==> src/rtl/p1tf_pkg.sv <==
// Shared constants and types for the P1 telegram framer.
package p1tf_pkg;

    // Default upper bound on the frame limit register
    localparam int MAX_FRAME_DEF = 4096;

    // Fixed field widths
    localparam int BYTE_W   = 8;
    localparam int STATUS_W = 3;
    localparam int FLEN_W   = 13;
    localparam int FLIM_W   = 13;
    localparam int FAIL_W   = 16;
    localparam int FCNT_W   = 17;
    localparam int TIDX_W   = 3;
    localparam int CIDX_W   = 8;
    localparam int CDATA_W  = 16;

    typedef logic [BYTE_W-1:0]   t_byte;
    typedef logic [STATUS_W-1:0] t_status;

    // Framing characters
    localparam t_byte CH_START = 8'h2F;  // '/'
    localparam t_byte CH_END   = 8'h21;  // '!'
    localparam t_byte CH_CR    = 8'h0D;  // CR

    // Result status codes
    localparam t_status ST_IGNORED = 3'd0;
    localparam t_status ST_BYTE    = 3'd1;
    localparam t_status ST_OLD     = 3'd2;
    localparam t_status ST_NEW     = 3'd3;
    localparam t_status ST_BAD     = 3'd4;
    localparam t_status ST_OVER    = 3'd5;

    // Framer phases
    localparam logic [1:0] PH_HUNT  = 2'd0;
    localparam logic [1:0] PH_BODY  = 2'd1;
    localparam logic [1:0] PH_TRAIL = 2'd2;

    // Trailer positions with special meaning
    localparam logic [TIDX_W-1:0] TI_FIRST  = 3'd0;
    localparam logic [TIDX_W-1:0] TI_SECOND = 3'd1;
    localparam logic [TIDX_W-1:0] TI_CRC_CR = 3'd4;
    localparam logic [TIDX_W-1:0] TI_LAST   = 3'd5;

    // Old and new style trailer lengths
    localparam int TRAIL_OLD = 2;
    localparam int TRAIL_NEW = 6;

    // Configuration register indexes
    localparam logic [CIDX_W-1:0] REG_FRAME_LIMIT = 8'd0;
    localparam logic [CIDX_W-1:0] REG_FAIL_LIMIT  = 8'd1;

    // Register reset values
    localparam logic [FLIM_W-1:0] FRAME_LIMIT_RST = 13'd4096;
    localparam logic [FAIL_W-1:0] FAIL_LIMIT_RST  = 16'd4096;

endpackage

==> src/rtl/p1_telegram_framer.sv <==
// P1 telegram framer: hunts for '/', passes the body, checks the trailer.
//
// Channels
//   Input: one received byte per beat on i_rx_byte, i_in_valid/o_in_stall.
//   Output: exactly one result beat per input beat (byte echoed, status,
//   frame length on a completed frame, give-up flag), o_out_valid/i_out_stall.
//   Config: i_cfg_valid/o_cfg_ready with index and data; index 0 is
//   frame_limit, 1 is fail_limit, others are ignored. o_cfg_ready is always
//   high; a write takes effect for the next byte.
// Result register and throughput
//   Each result is registered. One byte per cycle is sustained unless the
//   receiver stalls: the state update is a compare, an add on the fail
//   counter and a small decode between framer state and the result register.
// Stall
//   While the result register is full and the receiver stalls, o_in_stall is
//   high; otherwise a new byte enters in the cycle the held result leaves.
// Reset
//   i_rst_n (synchronous, active low) empties the result register, returns to
//   hunting, clears both counters and reloads both limits with 4096.
module p1_telegram_framer
    import p1tf_pkg::*;
#(
    parameter int MAX_FRAME = MAX_FRAME_DEF
) (
    input  logic                i_clk,
    input  logic                i_rst_n,
    // input bytes
    input  logic                i_in_valid,
    output logic                o_in_stall,
    input  logic [BYTE_W-1:0]   i_rx_byte,
    // results
    output logic                o_out_valid,
    input  logic                i_out_stall,
    output logic [BYTE_W-1:0]   o_byte_out,
    output logic [STATUS_W-1:0] o_status,
    output logic [FLEN_W-1:0]   o_frame_length,
    output logic                o_gave_up,
    // configuration writes
    input  logic                i_cfg_valid,
    output logic                o_cfg_ready,
    input  logic [CIDX_W-1:0]   i_cfg_index,
    input  logic [CDATA_W-1:0]  i_cfg_data
);

    // The effective limit never exceeds what the 13-bit register can hold.
    localparam int LIM_MAXREG = (1 << FLIM_W) - 1;
    localparam int LIM_CAP    = (MAX_FRAME < LIM_MAXREG) ? MAX_FRAME : LIM_MAXREG;
    localparam int CNT_W      = $clog2(LIM_CAP + 1);
    localparam int SUM_W      = $clog2(LIM_CAP + TRAIL_NEW + 1);

    // configuration registers
    logic [FLIM_W-1:0] r_frame_limit;
    logic [FAIL_W-1:0] r_fail_limit;

    // framer state
    logic [1:0]        r_phase,     n_phase;
    logic [TIDX_W-1:0] r_trail_idx, n_trail_idx;
    logic              r_cr_seen,   n_cr_seen;
    logic [CNT_W-1:0]  r_byte_cnt,  n_byte_cnt;
    logic [FCNT_W-1:0] r_fail_cnt,  n_fail_cnt;

    // result register
    logic              r_out_valid;
    logic [BYTE_W-1:0] r_byte_out;
    t_status           r_status,    n_status;
    logic [FLEN_W-1:0] r_flen,      n_flen;
    logic              r_gave_up,   n_gave_up;

    logic              in_accept;
    logic [CNT_W-1:0]  limit_eff;
    logic [SUM_W-1:0]  cnt_old_len;
    logic [SUM_W-1:0]  cnt_new_len;
    logic              do_drop;
    logic [SUM_W-1:0]  drop_bytes;
    logic [FCNT_W-1:0] fail_sum;

    assign o_cfg_ready = 1'b1;
    assign o_in_stall  = r_out_valid && i_out_stall;
    assign in_accept   = i_in_valid && !o_in_stall;

    // limit = min(frame_limit, MAX_FRAME); zero behaves like one since a
    // frame already holds its start byte
    assign limit_eff = (r_frame_limit > FLIM_W'(LIM_CAP)) ? CNT_W'(LIM_CAP)
                                                          : CNT_W'(r_frame_limit);

    assign cnt_old_len = SUM_W'(r_byte_cnt) + SUM_W'(TRAIL_OLD);
    assign cnt_new_len = SUM_W'(r_byte_cnt) + SUM_W'(TRAIL_NEW);
    assign fail_sum    = r_fail_cnt + FCNT_W'(drop_bytes);

    always_comb begin
        n_phase     = r_phase;
        n_trail_idx = r_trail_idx;
        n_cr_seen   = r_cr_seen;
        n_byte_cnt  = r_byte_cnt;
        n_fail_cnt  = r_fail_cnt;
        n_status    = ST_IGNORED;
        n_flen      = '0;
        n_gave_up   = 1'b0;
        do_drop     = 1'b0;
        drop_bytes  = '0;

        unique case (r_phase)
            PH_BODY: begin
                if (r_byte_cnt < limit_eff) begin
                    n_byte_cnt = r_byte_cnt + CNT_W'(1);
                    n_status   = ST_BYTE;
                    if (i_rx_byte == CH_END) begin
                        n_phase     = PH_TRAIL;
                        n_trail_idx = '0;
                        n_cr_seen   = 1'b0;
                    end
                end else begin
                    // overflow: the byte that hit the limit is not counted
                    n_status   = ST_OVER;
                    do_drop    = 1'b1;
                    drop_bytes = SUM_W'(r_byte_cnt);
                end
            end
            PH_TRAIL: begin
                n_status = ST_BYTE;
                if (r_trail_idx == TI_FIRST || r_trail_idx == TI_CRC_CR) begin
                    n_cr_seen   = (i_rx_byte == CH_CR);
                    n_trail_idx = r_trail_idx + TIDX_W'(1);
                end else if (r_trail_idx == TI_SECOND && r_cr_seen) begin
                    n_status   = ST_OLD;
                    n_flen     = FLEN_W'(cnt_old_len);
                    n_fail_cnt = '0;
                    n_phase    = PH_HUNT;
                    n_byte_cnt = '0;
                    n_trail_idx = '0;
                    n_cr_seen  = 1'b0;
                end else if (r_trail_idx >= TI_LAST) begin
                    if (r_cr_seen) begin
                        n_status    = ST_NEW;
                        n_flen      = FLEN_W'(cnt_new_len);
                        n_fail_cnt  = '0;
                        n_phase     = PH_HUNT;
                        n_byte_cnt  = '0;
                        n_trail_idx = '0;
                        n_cr_seen   = 1'b0;
                    end else begin
                        n_status   = ST_BAD;
                        do_drop    = 1'b1;
                        drop_bytes = cnt_new_len;
                    end
                end else begin
                    n_trail_idx = r_trail_idx + TIDX_W'(1);
                end
            end
            default: begin
                n_phase = PH_HUNT;
                if (i_rx_byte == CH_START) begin
                    n_phase     = PH_BODY;
                    n_byte_cnt  = CNT_W'(1);
                    n_trail_idx = '0;
                    n_cr_seen   = 1'b0;
                    n_status    = ST_BYTE;
                end
            end
        endcase

        // dropped frame: account bytes, check give-up, back to hunting
        if (do_drop) begin
            n_phase     = PH_HUNT;
            n_byte_cnt  = '0;
            n_trail_idx = '0;
            n_cr_seen   = 1'b0;
            if (r_fail_limit != '0 && fail_sum >= FCNT_W'(r_fail_limit)) begin
                n_fail_cnt = '0;
                n_gave_up  = 1'b1;
            end else begin
                n_fail_cnt = fail_sum;
            end
        end
    end

    // control state
    always_ff @(posedge i_clk) begin
        if (!i_rst_n) begin
            r_frame_limit <= FRAME_LIMIT_RST;
            r_fail_limit  <= FAIL_LIMIT_RST;
            r_phase       <= PH_HUNT;
            r_trail_idx   <= '0;
            r_cr_seen     <= 1'b0;
            r_byte_cnt    <= '0;
            r_fail_cnt    <= '0;
            r_out_valid   <= 1'b0;
        end else begin
            if (i_cfg_valid && o_cfg_ready) begin
                if (i_cfg_index == REG_FRAME_LIMIT) begin
                    r_frame_limit <= i_cfg_data[FLIM_W-1:0];
                end else if (i_cfg_index == REG_FAIL_LIMIT) begin
                    r_fail_limit <= i_cfg_data[FAIL_W-1:0];
                end
            end
            if (in_accept) begin
                r_phase     <= n_phase;
                r_trail_idx <= n_trail_idx;
                r_cr_seen   <= n_cr_seen;
                r_byte_cnt  <= n_byte_cnt;
                r_fail_cnt  <= n_fail_cnt;
                r_out_valid <= 1'b1;
            end else if (!i_out_stall) begin
                r_out_valid <= 1'b0;
            end
        end
    end

    // result payload
    always_ff @(posedge i_clk) begin
        if (in_accept) begin
            r_byte_out <= i_rx_byte;
            r_status   <= n_status;
            r_flen     <= n_flen;
            r_gave_up  <= n_gave_up;
        end
    end

    assign o_out_valid    = r_out_valid;
    assign o_byte_out     = r_byte_out;
    assign o_status       = r_status;
    assign o_frame_length = r_flen;
    assign o_gave_up      = r_gave_up;

    // give-up only ever accompanies a dropped frame
    a_gave_up_on_drop: assert property (@(posedge i_clk) disable iff (!i_rst_n)
        (r_out_valid && r_gave_up) |-> (r_status == ST_BAD || r_status == ST_OVER))
        else $error("give-up without a drop");

    // length is reported only for completed frames
    a_flen_only_done: assert property (@(posedge i_clk) disable iff (!i_rst_n)
        (r_out_valid && r_status != ST_OLD && r_status != ST_NEW) |-> (r_flen == '0))
        else $error("frame length on a non-final beat");

    // trailer position never runs past its last slot
    a_trail_bound: assert property (@(posedge i_clk) disable iff (!i_rst_n)
        r_trail_idx <= TI_LAST)
        else $error("trailer index out of range");

    // a completed or dropped frame leaves the framer hunting with empty count
    a_back_to_hunt: assert property (@(posedge i_clk) disable iff (!i_rst_n)
        (in_accept && n_status != ST_IGNORED && n_status != ST_BYTE)
        |=> (r_phase == PH_HUNT && r_byte_cnt == '0))
        else $error("framer not reset after frame end");

    // good frame clears the fail counter
    a_good_clears_fail: assert property (@(posedge i_clk) disable iff (!i_rst_n)
        (in_accept && (n_status == ST_OLD || n_status == ST_NEW)) |=> (r_fail_cnt == '0))
        else $error("fail count kept after good frame");

endmodule
==> config.mk <==
export PLATFORM = sky130hd
export DESIGN_NAME = p1_telegram_framer
export DESIGN_NICKNAME = d
export VERILOG_FILES = /design/src/rtl/p1tf_pkg.sv /design/src/rtl/p1_telegram_framer.sv
export SDC_FILE = /design/constraint.sdc
export NUM_CORES = 1
export LEC_CHECK = 0
export ABC_AREA = 1
export BUFFER_PORTS_ARGS = -buffer_cell sky130_fd_sc_hd__buf_2
export CAP_MARGIN = 10
export CORE_ASPECT_RATIO = 1.4
export CORE_MARGIN = 5
export CORE_UTILIZATION = 55
export CTS_BUF_LIST = sky130_fd_sc_hd__clkbuf_2
export DETAILED_ROUTE_END_ITERATION = 7
export HOLD_SLACK_MARGIN = 0.05
export PLACE_DENSITY = 0.86
export SLEW_MARGIN = 20
export SYNTH_ARGS = -nofsm -noshare
export SYNTH_HDL_FRONTEND = slang
export SYNTH_SLANG_ARGS = --single-unit
==> constraint.sdc <==
create_clock -name i_clk -period 10.24 [get_ports i_clk]
set_input_delay 1.536 -clock i_clk [delete_from_list [all_inputs] [get_ports i_clk]]
set_output_delay 1.536 -clock i_clk [all_outputs]
set_load 0.02 [all_outputs]
==> run metrics, run 1 <==
DR DRC count 0; GR Util met2 40.9%; leakage around 0.003 uW; # IOs 65; buffers added on ports 63; overall power 640 uW; sequential-to-total area share from yosys stat 33.2%; # Post-CTS Setup Buffers 0; met1 usage 24.7%; largest net degree at the start of global routing 47; Yosys top cell area share a little over a fifth; met3 Usage GRT 4.36%; initial antenna violation count 1; Post-Route WL 14800 microns; Max-Cap Viols 0; min Tclk post-route 5.78 ns; Reg2Reg Depth 39; GRT Util Overall 22.4%; TritonCTS clock tree built; status complete, no violations; multi-input logic area 0.00361 sq mm; CORE AREA 0.0112 sq mm; final hold vios 0; global route overflow 0; FF+latch count, synth 91; CP dominant cell by count nand2_1; total CTS buffers 9; Slew headroom between 40% and 50%; CP Class register to register; required time of the worst setup path between 10 and 15 ns; via-per-instance ratio 5.40; worst vdd ir between 0.06 and 0.07 mV; row cnt 46; post-route ant nets 0; Final nets slightly below 1000; max frequency 0.173 GHz; Mapped Nets 953; PostCTS Resize Cnt 0; Die X approximately 100 microns; clk_skew 0.0251 ns; first-iteration detailed-routing DRC count 249; vias in the first global route approximately 5400; Post-Route Setup TNS 0 ns; fill count 1062; clock sinks 91; post-synthesis instance area ~0.0062 sq mm; worst slew pin tran a little under 0.8 ns; hold_buf cts 0; Die Height 136 microns; busiest layer in global routing met2; CP Max Fanout 22; DR vias approximately 5700; Distinct cells, synth 47; slowest stage cell, crit path dfxtp_1; DR WL/cell 14.0 microns; worst path arrival time about 6.3 ns; Power per Cell Area between 90 and 100 mW/mm^2; area leader, netlist dfxtp_1; HPWL after detailed placement approximately 11000 microns; register area 0.00207 sq mm; global-route wire length before repair 24600 microns; Initial Util 55.7%; Clock Latency Late Sink between 0.5 and 0.6 ns; startpoint types register; WHS Path Cells 2; Syn-to-layout area delta 6.65%; Crit path largest cell delay 0.39 ns; First-pass DRT Iterations 5; crit end category register; Hold Path Class register to register; EDFF count, synth 25; Synth Flop Type dfxtp_1; Synth area leaders dfxtp_1, edfxtp_1, nand2_1, ha_1, nor2_1; share of cells above drive strength 1 13.6%; Slew Limit Fails 0; Mean Syn Cell Area 7.22 sq um; Post-synth ARST share 0%; crit share post-route between 50% and 60%; Clock Path Buffers 2; clk slew on worst S/H paths 0.25 ns; root buffer cell clkbuf_2; Post-Syn Instances between 800 and 900; H-tree depth 3; die area 0.0136 sq mm; YS warnings 0; Finish-stage setup viols 0; routability cong. 0.952; unrepaired setup endpoints after global routing no
## placed cells by master, fill, tap and decap left out, drive strengths merged, types with 3 or more instances in the layout
cell    netlist  routed
nand3        59      59
o21bai        3       3
a21o          3       3
nand3b        4       4
a21oi        88      88
edfxtp       25      25
dfxtp        66      66
clkbuf       15      10
o211ai        7       7
nand4         6       6
inv         102     105
nor3         12      12
nand2       190     190
clkinv        2       5
buf          18      64
xnor2         5       5
nor4         10      10
o21ai        46      46
xor2         28      28
nor2        116     116
ha           50      50
## per-layer routing
| metal | up-vias | wire [microns] |
|---|---|---|
| li1 | 2923 | - |
| met1 | 2583 | 5860 |
| met2 | 159 | 7710 |
| met3 | 43 | 675 |
| met4 | 0 | 567 |
| met5 | - | 0 |
## stage by stage
| step | setup slack (ns) | std cells | util, % | area, sq um | hold WS (ns) |
|---|---|---|---|---|---|
| final | 4.46 | 1057 | 59.4 | 6660 | 0.482 |
| after global routing | 3.79 | 1057 | 59.4 | 6660 | 0.514 |
| after CTS | 4.48 | 1056 | 59.4 | 6660 | 0.483 |
| after detailed placement | 4.55 | 1040 | 58.6 | 6570 | 0.456 |
| after global placement | 4.80 | 1040 | 58.6 | 6570 | 0.453 |
| after floorplan | 5.20 | 865 | - | 6250 | 0.445 |
## worst paths after layout
path | endpoint | slack [ns] | start
setup / recovery | r_fail_cnt[10] | 4.46 | r_frame_limit[3]
hold / removal | r_fail_cnt[15] | 0.48 | r_fail_cnt[15]
setup reg to reg | r_fail_cnt[10] | 4.46 | r_frame_limit[3]
hold reg to reg | r_fail_cnt[15] | 0.48 | r_fail_cnt[15]
## sequential cells by signal, indices dropped and copies added (netlist names)
name            cells
o_byte_out          8
o_frame_length     13
o_gave_up           1
o_out_valid         1
o_status            3
r_byte_cnt         13
r_cr_seen           1
r_fail_cnt         17
r_fail_limit       16
r_frame_limit      13
r_phase             2
r_trail_idx         3
## critical path, delay by kind of cell (launching register included)
kind,cells,cell delay [ns]
adder cells (fa/ha/maj),4,1.19
XOR/XNOR,1,0.22
AO/OA/AOI/OAI,2,0.35
AND/OR/NAND/NOR,29,3.37
flip-flops,1,0.39
buffers and inverters,3,0.18
## area by class of cell
cell class                 count  area share [%]
antenna                        1          0.0376
clock buffer                  10           0.751
clock inverter                 6           0.601
inverter                     104            5.86
multi-input combinational    637            54.1
sequential                    91            31.1
tap                          144            2.70
timing repair buffer          64            4.84
## cell families (layout without fill, tap and decap cells)
| logic type | after synthesis | count (layout) | synth area share (%) |
|---|---|---|---|
| other | 1 | 2 | 0.0600 |
| adder cells (fa/ha/maj) | 51 | 51 | 10.3 |
| buffers and inverters | 137 | 184 | 9.17 |
| AND/OR/NAND/NOR | 401 | 401 | 28.7 |
| XOR/XNOR | 33 | 33 | 4.63 |
| flip-flops | 91 | 91 | 33.2 |
| AO/OA/AOI/OAI | 151 | 151 | 13.9 |
## synthesized netlist by cell type, types with 5 or more instances
master,count
buf_6,5
nand2_1,182
nor4_1,9
buf_2,8
dfxtp_1,66
a21oi_2,12
ha_1,50
xnor2_1,5
o21ai_0,43
o211ai_1,7
a21oi_1,74
nor3_1,11
clkbuf_1,15
edfxtp_1,25
nor2_1,115
inv_1,99
nand3_2,11
nand3_1,48
nand4_1,5
xor2_1,28
## where the power goes
group	switching [uW]	total [uW]	internal, uW
registers	10.9	391	380
logic	54.6	83.2	28.7
clock network	132	166	34.2
total	197	640	443
(Power assumes the default switching activity.)
==> run 2, diff against run 1 <==
- PLACE_DENSITY: 0.86 -> 0.89
- clock period: 10.24 -> 4.9 ns (I/O delays scaled with it)
==> run 2 against run 1 <==
The flow now finishes with violations (negative setup slack). Clock skew up 0.0087 ns. Total power up 120%. Global-route usage up 1.5 points. Critical path type unchanged. Clock power up 150%. Non-clock buffer count up 34. Sequential share of layout area down 2.8 points. Clock-buffer cell count unchanged. Worst hold slack worse by 0.19 ns. Final area up 11%. Via count up 6.7%. Core utilization up 6.3 points.
==> run metrics, run 2 (synthesis gave the netlist of run 1 again) <==
top flop regs r_fail_cnt (17), r_fail_limit (16) (unchanged); Slew Limit Fails 0 (unchanged); most frequent cells in the layout nand2_1, nor2_1, inv_1 (unchanged); worst path arrival time 5.47 ns (was 6.29 ns); Crit path max-delay family simple AND/OR/NAND/NOR gates (unchanged); via-per-instance ratio 5.58 (was 5.40); Buf/Inv on CP 3 (unchanged); global-route wire length before repair 26200 microns (was 24600 microns); worst hold endpoint o_byte_out[6] (was r_fail_cnt[15]); sequential group share of total power 56.8% (was 61.1%); root buffer cell clkbuf_2 (unchanged); DR WL/cell 15.4 microns (was 14.0 microns); Power per Cell Area 194 mW/mm^2 (was 96.1 mW/mm^2); H-tree depth 3 (unchanged); hold_buf cts 0 (unchanged); Die Height 136 microns (unchanged); Hold Startpoint i_rx_byte[6] (was r_fail_cnt[15]); Largest Register r_fail_cnt (unchanged); global route overflow 0 (unchanged); status finished with violations (was complete, no violations); Die X 100 microns (unchanged); max frequency 0.196 GHz (was 0.173 GHz); Clock Latency Late Sink 0.62 ns (was 0.59 ns); first-iteration detailed-routing DRC count 350 (was 249); Largest register FFs 17 (unchanged); startpoint types register (unchanged); Max-Cap Viols 0 (unchanged); leakage 0.00326 uW (was 0.00300 uW); slowest stage cell, crit path dfxtp_4 (was dfxtp_1); Initial Util 55.7% (unchanged); Slew headroom 46.9% (was 47.3%); Hold WS 0.291 ns (was 0.482 ns); total CTS buffers 9 (unchanged); power share of the clock group 29.0% (was 25.9%); Finish-stage setup viols 18 (was 0); most common cell after layout, fill and taps aside nand2_1 (unchanged); Switch Pwr 436 uW (was 197 uW); CP Max Fanout 7 (was 22); switching share of power 30.6% (was 30.8%); required time of the worst setup path 5.28 ns (was 10.75 ns); reg2reg end o_gave_up (was r_fail_cnt[10]); TritonCTS clock tree built (unchanged); die area 0.0136 sq mm (unchanged); crit end category register (unchanged); largest net degree at the start of global routing 47 (unchanged); CP Class register to register (unchanged); worst slew pin tran 0.795 ns (was 0.789 ns); failing checks negative setup slack; Finished Core Util 65.7% (was 59.4%); final worst setup slack -0.197 ns (was 4.46 ns); CORE AREA 0.0112 sq mm (unchanged); min Tclk post-route 5.10 ns (was 5.78 ns); clk_skew 0.0338 ns (was 0.0251 ns); reg2reg setup slack -0.20 ns (was 4.46 ns); First-pass DRT Iterations 6 (was 5); final hold vios 0 (unchanged); vias in the first global route 5832 (was 5360); Hold Path Class input pin to register (was register to register); DR DRC count 0 (unchanged); share of cells above drive strength 1 23.4% (was 13.6%); internal power 992 uW (was 443 uW); HPWL after detailed placement 12000 microns (was 11300 microns); unrepaired setup endpoints after global routing yes (was no); Final nets 1030 (was 995); Reg2Reg Depth 32 (was 39); Clock Path Buffers 2 (unchanged); Post-Route WL 16900 microns (was 14800 microns); DR vias 6092 (was 5708); Syn-to-layout area delta 18.0% (was 6.65%); Logic pwr share 14.3% (was 13.0%); GRT Util Overall 23.9% (was 22.4%); row cnt 46 (unchanged); # IOs 65 (unchanged); clock sinks 91 (unchanged); routability cong. 0.958 (was 0.952); initial antenna violation count 1 (unchanged); WHS Path Cells 1 (was 2); clk slew on worst S/H paths 0.26 ns (was 0.25 ns); buffers added on ports 63 (unchanged); post-route ant nets 0 (unchanged); CP dominant cell by count nand2_1 (unchanged); crit share post-route 104% (was 56.5%); Place WS -0.0887 ns (was 4.55 ns); reg2reg start r_frame_limit[6] (was r_frame_limit[3]); Crit path largest cell delay 0.43 ns (was 0.39 ns); worst vdd ir 0.109 mV (was 0.0675 mV)
==> run 2: cell count changes in the layout (fill, tap and decap cells not counted), moves of 5 or more <==
cell	change
buf_4	+30
nand2_1	-17
nand2_2	+12
a21oi_1	-9
ha_1	-9
a21oi_2	+8
ha_4	+8
nand2_4	+6
nand3_1	-5
nand3_2	+5
xor2_1	-5
==> run 2: layout make-up <==
class / instances / area (sq um)
Tap cell: 144 / 180
Timing Repair Buffer: 98 / 616
Sequential cell: 91 / 2080
Clock inverter: 6 / 73.8
Inverter: 104 / 390
Multi-Input combinational cell: 638 / 3980
Antenna cell: 1 / 2.50
Clock buffer: 10 / 50.0
Fill cell: 958 / 3850
==> run 2: worst max-delay path by stage <==
stage,startpoint,end,slack (ns),depth (start not counted)
after global placement,r_frame_limit[10],o_gave_up,0.03,39
after global routing,r_frame_limit[6],r_fail_cnt[4],-0.51,35
after floorplan,r_frame_limit[10],o_gave_up,-0.04,42
after detailed placement,r_frame_limit[10],r_fail_cnt[8],-0.09,38
final,r_frame_limit[6],o_gave_up,-0.20,32
after CTS,r_frame_limit[10],r_fail_cnt[1],-0.04,40
==> run 2: routing by layer <==
metal,vias up,wire (microns),track usage (%)
li1,2982,-,-
met1,2810,6290,25.9
met2,235,8780,43.2
met3,65,879,3.90
met4,0,904,14.5
met5,-,0,0
==> run 2: what timing repair did <==
item / in CTS / in global routing
endpoints found under the hold margin: 0 / 0
setup endpoints to repair: 17 / 18
cloned: 1 / 1
setup buffers: 1 / 8
resized for setup: 10 / 63
pin swaps: 8 / 29
==> run 2: through the flow <==
stage / setup TNS [ns] / instances / total power, uW / area [sq um]
2_1_floorplan: -0.0562 / 865 / 954 / 6290
3_3_place_gp: 0 / 1064 / 1010 / 6810
3_5_place_dp: -1.14 / 1064 / 1020 / 6810
4_1_cts: -0.157 / 1082 / 1420 / 6980
5_1_grt: -8.52 / 1092 / 1490 / 7370
6_report: -2.83 / 1092 / 1430 / 7370
==> run 2: power groups by stage <==
| stage | clock network [uW] | logic [uW] | registers (uW) |
|---|---|---|---|
| floorplan | 0 | 119 | 835 |
| finish | 413 | 204 | 811 |
| global placement | 0 | 187 | 825 |
| CTS | 413 | 193 | 811 |
| global route | 448 | 224 | 814 |
| detailed placement | 0 | 191 | 826 |
==> run 3, diff against run 2 <==
- CORE_UTILIZATION: 55 -> 40
- CTS_CLUSTER_SIZE: not set -> 24
- PLACE_DENSITY: 0.89 -> 0.71
- RECOVER_POWER: not set -> 100
==> run 3 against run 2 <==
The run still ends with negative setup slack left. Final area down 0.59%. Core utilization is 18 points lower. Global-route usage fell by 5.1 points.
==> run metrics, run 3 (synthesis gave the netlist of run 1 again) <==
status finished with violations (unchanged); failing checks negative setup slack (unchanged); Hold WS 0.300 ns (was 0.291 ns); Crit path largest cell delay 0.39 ns (was 0.43 ns); crit share post-route 102% (was 104%); CP dominant cell by count nand2_1 (unchanged); min Tclk post-route 4.98 ns (was 5.10 ns); Syn-to-layout area delta 17.3% (was 18.0%); Initial Util 40.4% (was 55.7%); Max-Cap Viols 0 (unchanged); DR vias 5935 (was 6092); clk_skew 0.0291 ns (was 0.0338 ns); Finish-stage setup viols 18 (unchanged); Logic pwr share 13.6% (was 14.3%); reg2reg start r_frame_limit[10] (was r_frame_limit[6]); power share of the clock group 30.2% (was 29.0%); largest net degree at the start of global routing 47 (unchanged); HPWL after detailed placement 12900 microns (was 12000 microns); first-iteration detailed-routing DRC count 326 (was 350); Place WS -0.177 ns (was -0.0887 ns); Largest register FFs 17 (unchanged); most frequent cells in the layout nand2_1, nor2_1, inv_1 (unchanged); CP Capture Point r_fail_cnt[5] (was o_gave_up); sequential group share of total power 56.1% (was 56.8%); root buffer cell clkbuf_2 (unchanged); Slew headroom 42.0% (was 46.9%); internal power 1010 uW (was 992 uW); Clock Latency Late Sink 0.60 ns (was 0.62 ns); most common cell after layout, fill and taps aside nand2_1 (unchanged); vias in the first global route 5637 (was 5832); Die X 116 microns (was 100 microns); CP Class register to register (unchanged); register area 0.00207 sq mm (was 0.00208 sq mm); placed instance count 1121 (was 1064); global route overflow 0 (unchanged); total CTS buffers 9 (unchanged); switching share of power 30.3% (was 30.6%); multi-input logic area 0.00387 sq mm (was 0.00398 sq mm); leakage 0.00317 uW (was 0.00326 uW); worst vdd ir 0.111 mV (was 0.109 mV); final cell count without fillers 1150 (was 1092); DR WL/cell 15.2 microns (was 15.4 microns); initial antenna violation count 1 (unchanged); crit end category register (unchanged); DR DRC count 0 (unchanged); max frequency 0.201 GHz (was 0.196 GHz); GR Util met2 34.8% (was 43.2%); reg2reg setup slack -0.08 ns (was -0.20 ns); fill count 1552 (was 958); Reg2Reg Depth 42 (was 32); startpoint types register (unchanged); worst slew pin tran 0.865 ns (was 0.795 ns); Switch Pwr 439 uW (was 436 uW); Clock Path Buffers 2 (unchanged); row cnt 54 (was 46); slowest stage cell, crit path dfxtp_2 (was dfxtp_4); clock sinks 91 (unchanged); Post-Route Setup TNS -0.910 ns (was -2.83 ns); top flop regs r_fail_cnt (17), r_fail_limit (16) (unchanged); post-route ant nets 0 (unchanged); routability cong. 0.944 (was 0.958); required time of the worst setup path 5.41 ns (was 5.28 ns); Hold Path Class input pin to register (unchanged); Post-Route WL 17500 microns (was 16900 microns); global-route wire length before repair 27100 microns (was 26200 microns); Largest Register r_fail_cnt (unchanged); GRT Util Overall 18.8% (was 23.9%); crit path launch r_frame_limit[10] (was r_frame_limit[6]); final worst setup slack -0.0830 ns (was -0.197 ns); Slew Limit Fails 0 (unchanged); final hold vios 0 (unchanged); CORE AREA 0.0155 sq mm (was 0.0112 sq mm); Power per Cell Area 198 mW/mm^2 (was 194 mW/mm^2); busiest layer in global routing met2 (unchanged); hold_buf cts 0 (unchanged); share of cells above drive strength 1 18.4% (was 23.4%); # IOs 65 (unchanged); worst path arrival time 5.49 ns (was 5.47 ns); First-pass DRT Iterations 5 (was 6); met1 usage 19.8% (was 25.9%); Die Height 158 microns (was 136 microns); Final nets 1036 (was 1030); H-tree depth 3 (unchanged); reg2reg end r_fail_cnt[5] (was o_gave_up); TritonCTS clock tree built (unchanged); clk slew on worst S/H paths 0.28 ns (was 0.26 ns); via-per-instance ratio 5.16 (was 5.58); CP Max Fanout 9 (was 7); buffers added on ports 63 (unchanged); die area 0.0183 sq mm (was 0.0136 sq mm); unrepaired setup endpoints after global routing yes (unchanged); met3 Usage GRT 2.87% (was 3.90%)
[run 3: power groups by stage]
stage,sequential [uW],clock (uW),combinational [uW]
after floorplan,835,0,119
after global placement,826,0,192
after detailed placement,827,0,196
after CTS,813,447,199
after global routing,817,482,218
final,814,438,198
[run 3: timing repair]
| action | in CTS | in global routing |
|---|---|---|
| pin swaps | 25 | 22 |
| setup endpoints to repair | 18 | 18 |
| gates cloned | 2 | 0 |
| setup buffers | 9 | 3 |
| gates resized for setup | 22 | 29 |
[run 3: worst min path at each step]
| stage | start | to | cells after the start | slack [ns] |
|---|---|---|---|---|
| after floorplan | r_fail_cnt[15] | r_fail_cnt[15] | 2 | 0.45 |
| after global placement | r_fail_cnt[15] | r_fail_cnt[15] | 2 | 0.45 |
| after detailed placement | r_fail_cnt[15] | r_fail_cnt[15] | 2 | 0.46 |
| after CTS | i_rx_byte[7] | o_byte_out[7] | 1 | 0.28 |
| after global routing | i_rx_byte[6] | o_byte_out[6] | 1 | 0.25 |
| final | i_rx_byte[7] | o_byte_out[7] | 1 | 0.30 |
[run 3: area by class of cell]
cell class	count	share of cell area [%]
repair buffers	104	8.32
multi-input cells	638	52.8
flip-flops and latches	91	28.3
well taps	196	3.35
diodes	1	0.0342
clock buffers	9	0.615
clock inverters	7	1.25
inverters	104	5.33
[run 3: routing by layer]
metal  routed length [microns]  vias up
met5                         0        -
met4                       941        0
met3                       796       55
met2                      9190      163
met1                      6570     2729
li1                          -     2988
[run 3: stage by stage]
step | util [%] | area [sq um] | power, uW
3_5_place_dp | 44.7 | 6920 | 1020
2_1_floorplan | - | 6290 | 954
6_report | 47.4 | 7330 | 1450
5_1_grt | 47.4 | 7330 | 1520
4_1_cts | 47.0 | 7270 | 1460
3_3_place_gp | 44.7 | 6920 | 1020
[run 3: critical path, delay by kind of cell, from the launching register on]
kind / cells / cell delay (ns)
AO/OA/AOI/OAI: 3 / 0.39
AND/OR/NAND/NOR: 30 / 2.58
flip-flops: 1 / 0.39
adder cells (fa/ha/maj): 4 / 1.04
buffers and inverters: 4 / 0.30
XOR/XNOR: 1 / 0.21
